## src/ppe_pkg.sv

```systemverilog
// Shared types and constants of the piecewise polynomial evaluator.
// No dependencies; used by ppe_horner_step and piecewise_polynomial_eval.
package ppe_pkg;

    // Store sizes
    localparam int MAX_BREAKPOINTS = 8;
    localparam int MAX_TERMS       = 8;
    localparam int SEGMENTS        = MAX_BREAKPOINTS + 1;

    // Field and register widths
    localparam int DATA_W = 32;
    localparam int OP_W   = 2;
    localparam int BP_W   = 3;
    localparam int SEG_W  = 4;
    localparam int TERM_W = 3;
    localparam int CNT_W  = 4;
    localparam int ADDR_W = 3;

    // Saturation limits in the width of a full product
    localparam logic signed [63:0] Q_MAX_64 = 64'sh0000_0000_7FFF_FFFF;
    localparam logic signed [63:0] Q_MIN_64 = 64'shFFFF_FFFF_8000_0000;
    localparam logic signed [DATA_W-1:0] Q_MAX = 32'sh7FFF_FFFF;
    localparam logic signed [DATA_W-1:0] Q_MIN = 32'sh8000_0000;

    // Request opcodes
    typedef enum logic [OP_W-1:0] {
        OP_EVAL             = 2'd0,
        OP_WRITE_BREAKPOINT = 2'd1,
        OP_WRITE_COEF       = 2'd2
    } op_t;

    // Configuration register indexes
    typedef enum logic {
        REG_TERM_COUNT       = 1'b0,
        REG_BREAKPOINT_COUNT = 1'b1
    } reg_idx_t;

    // One request as it moves down the Horner chain
    typedef struct packed {
        logic [OP_W-1:0]          op;
        logic signed [DATA_W-1:0] value;
        logic [SEG_W-1:0]         seg;
        logic [TERM_W-1:0]        term;
        logic signed [DATA_W-1:0] acc;
        logic                     ovf;
    } item_t;

endpackage

```

## src/ppe_horner_step.sv

```systemverilog
// One Horner step: multiply stage, then shift, saturate and add stage.
// Holds the coefficient bank of its own term. Depends on ppe_pkg.
module ppe_horner_step #(
    parameter int TERM_INDEX = 0
) (
    input  logic                       clk,
    input  logic                       rst_n,
    input  logic                       adv,
    input  logic [ppe_pkg::CNT_W-1:0]  nt,
    input  logic                       valid_in,
    input  ppe_pkg::item_t             item_in,
    output logic                       valid_out,
    output ppe_pkg::item_t             item_out
);

    localparam int CNT_W  = ppe_pkg::CNT_W;
    localparam int TERM_W = ppe_pkg::TERM_W;
    localparam int SEG_W  = ppe_pkg::SEG_W;
    localparam logic [TERM_W-1:0] TERM_CODE = TERM_W'(TERM_INDEX);
    localparam logic [CNT_W-1:0]  TERM_CNT  = CNT_W'(TERM_INDEX);
    localparam logic [SEG_W-1:0]  SEG_LIMIT = SEG_W'(ppe_pkg::SEGMENTS);

    // Coefficient bank of this term, one entry per segment
    logic signed [ppe_pkg::DATA_W-1:0] coef_mem [ppe_pkg::SEGMENTS];

    logic                              p_valid_reg;
    ppe_pkg::item_t                    p_item_reg;
    logic signed [63:0]                p_prod_reg;
    logic signed [ppe_pkg::DATA_W-1:0] p_coef_reg;
    logic signed [63:0]                p_prod_next;

    logic                              a_valid_reg;
    ppe_pkg::item_t                    a_item_reg;
    ppe_pkg::item_t                    a_item_next;

    logic                              coef_wr;

    // Multiply the running sum by x
    assign p_prod_next = item_in.acc * item_in.value;

    // Write the bank when a coefficient request for this term passes
    assign coef_wr = valid_in && adv
                     && (item_in.op == ppe_pkg::OP_WRITE_COEF)
                     && (item_in.term == TERM_CODE)
                     && (item_in.seg < SEG_LIMIT);

    // Bank write and registered read
    always_ff @(posedge clk)
    begin
        if (coef_wr)
        begin
            coef_mem[item_in.seg] <= item_in.value;
        end
        if (adv && (item_in.seg < SEG_LIMIT))
        begin
            p_coef_reg <= coef_mem[item_in.seg];
        end
    end

    // Multiply stage
    always_ff @(posedge clk or negedge rst_n)
    begin
        if (!rst_n)
        begin
            p_valid_reg <= 1'b0;
        end
        else if (adv)
        begin
            p_valid_reg <= valid_in;
        end
    end

    always_ff @(posedge clk)
    begin
        if (adv)
        begin
            p_item_reg <= item_in;
            p_prod_reg <= p_prod_next;
        end
    end

    // Shift, saturate the product, add the coefficient, saturate the sum
    always_comb
    begin
        logic signed [63:0]                shifted;
        logic signed [ppe_pkg::DATA_W-1:0] prod32;
        logic signed [ppe_pkg::DATA_W-1:0] coef_eff;
        logic signed [ppe_pkg::DATA_W:0]   sum;
        logic                              ovf;

        a_item_next = p_item_reg;
        ovf         = p_item_reg.ovf;
        shifted     = p_prod_reg >>> 16;
        if (shifted > ppe_pkg::Q_MAX_64)
        begin
            prod32 = ppe_pkg::Q_MAX;
            ovf    = 1'b1;
        end
        else if (shifted < ppe_pkg::Q_MIN_64)
        begin
            prod32 = ppe_pkg::Q_MIN;
            ovf    = 1'b1;
        end
        else
        begin
            prod32 = shifted[ppe_pkg::DATA_W-1:0];
        end

        // Terms at or above the term count add nothing
        coef_eff = (TERM_CNT < nt) ? p_coef_reg : '0;
        sum = {prod32[ppe_pkg::DATA_W-1], prod32} + {coef_eff[ppe_pkg::DATA_W-1], coef_eff};
        if (sum[ppe_pkg::DATA_W] != sum[ppe_pkg::DATA_W-1])
        begin
            a_item_next.acc = sum[ppe_pkg::DATA_W] ? ppe_pkg::Q_MIN : ppe_pkg::Q_MAX;
            ovf             = 1'b1;
        end
        else
        begin
            a_item_next.acc = sum[ppe_pkg::DATA_W-1:0];
        end
        a_item_next.ovf = ovf;
    end

    // Add stage
    always_ff @(posedge clk or negedge rst_n)
    begin
        if (!rst_n)
        begin
            a_valid_reg <= 1'b0;
        end
        else if (adv)
        begin
            a_valid_reg <= p_valid_reg;
        end
    end

    always_ff @(posedge clk)
    begin
        if (adv)
        begin
            a_item_reg <= a_item_next;
        end
    end

    assign valid_out = a_valid_reg;
    assign item_out  = a_item_reg;

    // Leading terms beyond the term count keep the sum at zero
    assert property (@(posedge clk) disable iff (!rst_n)
        (a_valid_reg && (a_item_reg.op == ppe_pkg::OP_EVAL) && (TERM_CNT >= nt))
        |-> (a_item_reg.acc == '0) && !a_item_reg.ovf)
        else $error("sum not zero above term count");

    // Once raised, the overflow flag survives the step
    assert property (@(posedge clk) disable iff (!rst_n)
        (adv && p_valid_reg && (p_item_reg.op == ppe_pkg::OP_EVAL) && p_item_reg.ovf)
        |=> a_item_reg.ovf)
        else $error("overflow flag lost");

    // A stalled stage holds its request
    assert property (@(posedge clk) disable iff (!rst_n)
        (!adv && a_valid_reg)
        |=> a_valid_reg && $stable(a_item_reg.value) && $stable(a_item_reg.seg))
        else $error("request moved during stall");

endmodule

```

## config.mk

```make
export PLATFORM = sky130hd
export DESIGN_NAME = ppe_horner_step
export DESIGN_NICKNAME = d
export VERILOG_FILES = /design/src/ppe_pkg.sv /design/src/ppe_horner_step.sv
export SDC_FILE = /design/constraint.sdc
export NUM_CORES = 2
export LEC_CHECK = 0
export BUFFER_PORTS_ARGS = -buffer_cell sky130_fd_sc_hd__buf_2
export CAP_MARGIN = 10
export CORE_UTILIZATION = 45
export CTS_CLUSTER_DIAMETER = 50
export DETAILED_ROUTE_END_ITERATION = 10
export PLACE_DENSITY = 0.58
export SLEW_MARGIN = 20
export SYNTH_ARGS = -nofsm -noshare
export SYNTH_HDL_FRONTEND = slang
export SYNTH_SLANG_ARGS = --single-unit
```

## constraint.sdc

```tcl
create_clock -name clk -period 5.3 [get_ports clk]
set_input_delay 0.53 -clock clk [delete_from_list [all_inputs] [get_ports clk]]
set_output_delay 0.53 -clock clk [all_outputs]
set_load 0.02 [all_outputs]
```

==> impl_metrics.env <==
export IMPL_dieWidth_um=351
export IMPL_drive_above_1_share_pct=21.2
export IMPL_ys_flop_type="edfxtp_1"
export IMPL_antenna_found_initial=7
export IMPL_rr_startpoint="p_prod_reg[62]"
export IMPL_required_ns=5.63
export IMPL_final_min_clock_period_ns=7.37
export IMPL_syn_avg_cell_area_um2=11.4
export IMPL_cp_top_family="adder cells"
export IMPL_ios=157
export IMPL_final_common_cell="fa_1"
export IMPL_cpMostUsedCell="fa_1"
export IMPL_wl_um=150000
export IMPL_grt_max_degree=70
export IMPL_ys_ff_latch=486
export IMPL_yosysTopAreaCellShare_pct=39.6
export IMPL_via_per_inst=5.12
export IMPL_startpoint_type="input pin"
export IMPL_postPlaceCellArea_um2=61900
export IMPL_syn2layout_area_growth_pct=19.4
export IMPL_syn_area_um2=54700
export IMPL_synth_fp_nets=6174
export IMPL_path_class="input pin to flip-flop"
export IMPL_worstPathMaxFanout=5
export IMPL_globalplace_congestion=0.881
export IMPL_finalWorstSetupSlack_ns=-2.07
export IMPL_yosysTopAreaCell="fa_1"
export IMPL_clockBufferDepth=3
export IMPL_ctsHtreeMaxLevel=2
export IMPL_endpoint_kind="flip-flop"
export IMPL_grt_pass1_wl_um=230000
export IMPL_clkSlewWorstSetupHoldPaths_ns=0.07
export IMPL_hold_start="item_in[0]"
export IMPL_synth_cell_type_count=77
export IMPL_io_buffers=156
export IMPL_synthTopCellsByArea="fa_1, edfxtp_1, inv_1"
export IMPL_status="finished, violations left"
export IMPL_fmax_ghz=0.136
export IMPL_critPathBufInv=7
export IMPL_reg2reg_depth=17
export IMPL_max_stage_delay_ns=0.58
export IMPL_row_count=127
export IMPL_fin_skew_ns=0.0350
export IMPL_whs_path_depth=1
export IMPL_root_buffer="clkbuf_16"
export IMPL_final_nets=6730
export IMPL_cp_startpoint="item_in[47]"
export IMPL_clock_latency_ns=0.61
export IMPL_grt_use_total_pct=25.0
export IMPL_setup_viol_count_final=48
export IMPL_drt_initial_drc_count=2490
export IMPL_grt_pass1_vias=38546
export IMPL_hold_path_class="input pin to flip-flop"
export IMPL_min_to="p_item_reg[0]"
export IMPL_drv_cap=0
export IMPL_synthesis_instances=4798
export IMPL_synthArstFlopShare_pct=0.412
export IMPL_cts_tree="done"
export IMPL_largest_reg_flops=288
export IMPL_drc_errors=0
export IMPL_layout_common_cells="fa_1, inv_1, nand2_1"
export IMPL_final_max_slew_viol_count=0
export IMPL_vias=35875
export IMPL_place_detailed_hpwl_um=120000
export IMPL_relSlewSlack_pct=36.2
export IMPL_synth_edf_count=484
export IMPL_start_util_pct=45.5
export IMPL_n_fill_cell=10465
export IMPL_core_region_area_um2=120000
export IMPL_crit_arrival_ns=7.70
export IMPL_grt_remaining_overflow=0
export IMPL_routedWlPerCell_um=21.5
export IMPL_die_h_um=351
export IMPL_critPathSlowestCell="fa_1"
export IMPL_fin_util_pct=54.3
export IMPL_yosysSeqAreaShare_pct=26.6
export IMPL_ys_warn_count=0
export IMPL_fin_area_um2=65300
export IMPL_final_hold_viol_count=0
export IMPL_min_period_over_period_pct=139
export IMPL_r2r_slack_ns=0.27
export IMPL_worstMarginPinSlew_ns=0.955
export IMPL_cts_buffers=45
export IMPL_r2r_end="item_out[6]"
export IMPL_drt_pass1_iterations=6
export IMPL_rsz0062_at_grt="true"
export IMPL_failed_checks="setup timing"
export IMPL_cts_sinks=486
export IMPL_drtAntennaViolNets=0
export IMPL_die_area_um2=123000
## cells by family after synthesis
group	share of synthesized area (%)
buffers and inverters	8.35
flip-flops	26.6
AO/OA/AOI/OAI	4.03
multiplexers	3.26
adder cells (fa/ha/maj)	44.6
AND/OR/NAND/NOR	11.6
XOR/XNOR	1.47
## per-layer routing
metal | vias to the layer above | track usage [%] | share of wire (%)
met5 | - | 0 | 0.011
met4 | 2 | 8.16 | 3.9
met3 | 225 | 3.62 | 5.6
met2 | 945 | 41.0 | 48
met1 | 18827 | 34.4 | 43
li1 | 15876 | - | -
## layout make-up
cell class | count | area [um2] | area share, %
clock buffers | 51 | 1150 | 1.76
clock inverters | 31 | 399 | 0.611
inverters | 971 | 3650 | 5.59
well taps | 1612 | 2020 | 3.09
flip-flops and latches | 486 | 14600 | 22.3
multi-input cells | 3097 | 36800 | 56.4
repair buffers | 753 | 6710 | 10.3
diodes | 4 | 10.0 | 0.0153
## stage by stage
stage	setup TNS, ns	setup WS [ns]	hold WS, ns	cells
6_report	-70.98	-2.07	0.120	7005
5_1_grt	-78.69	-2.24	0.0999	7001
4_1_cts	-68.50	-1.95	0.0941	6967
3_5_place_dp	-112.64	-2.91	0.322	6851
3_3_place_gp	-111.65	-2.93	0.319	6851
2_1_floorplan	-64.37	-2.03	0.234	4798
## worst reg2reg max path: stages (launching register included)
cell and delay, ns:
edfxtp_1 0.42, nor4_1 0.34, buf_4 0.18, a41oi_4 0.23, a21o_1 0.27, ha_1 0.23
fa_1 0.49, a211oi_1 0.36, o21ai_1 0.15, a21oi_1 0.24, a2111oi_0 0.21, o31ai_1 0.35
o21ai_1 0.14, a21o_1 0.21, a21o_1 0.38, nor2_1 0.19, buf_4 0.22, o21ai_0 0.16
## how the worst max path moves through the flow
stage | slack, ns | cells past startpoint | endpoint
floorplan | -2.03 | 20 | p_prod_reg[62]
global placement | -2.93 | 26 | p_prod_reg[62]
detailed placement | -2.91 | 26 | p_prod_reg[62]
CTS | -1.95 | 26 | p_prod_reg[62]
global route | -2.24 | 27 | p_prod_reg[57]
finish | -2.07 | 27 | p_prod_reg[57]
## timing repair
action                                  in CTS  in global routing
hold buffers                                 1                  0
resized for setup                          176                140
buffers inserted                            31                 36
endpoints found under the hold margin        2                  0
endpoints found under the setup margin      48                 67
pin swaps                                   65                135
gates cloned                                 4                  2
## Yosys cell counts (all sizes together), types with 4 or more instances
cell type / number
a211oi: 7
fa: 1082
nand2b: 11
nand2: 556
nand3b: 4
maj3: 10
a21boi: 4
nand3: 12
o31ai: 7
clkbuf: 228
ha: 212
a21o: 74
xor2: 29
nor2b: 39
edfxtp: 484
and2: 516
mux2i: 33
inv: 970
buf: 16
xnor2: 62
nor4: 9
nor2: 78
nor3: 6
a41oi: 4
and3: 4
a21oi: 86
o21bai: 10
a31oi: 13
o21a: 14
nor3b: 4
o21ai: 89
nand4: 20
mux4: 64
Power is left out: the tool's default activity adds up to more than one toggle a clock period on the data nets, which glitch-free logic cannot reach.
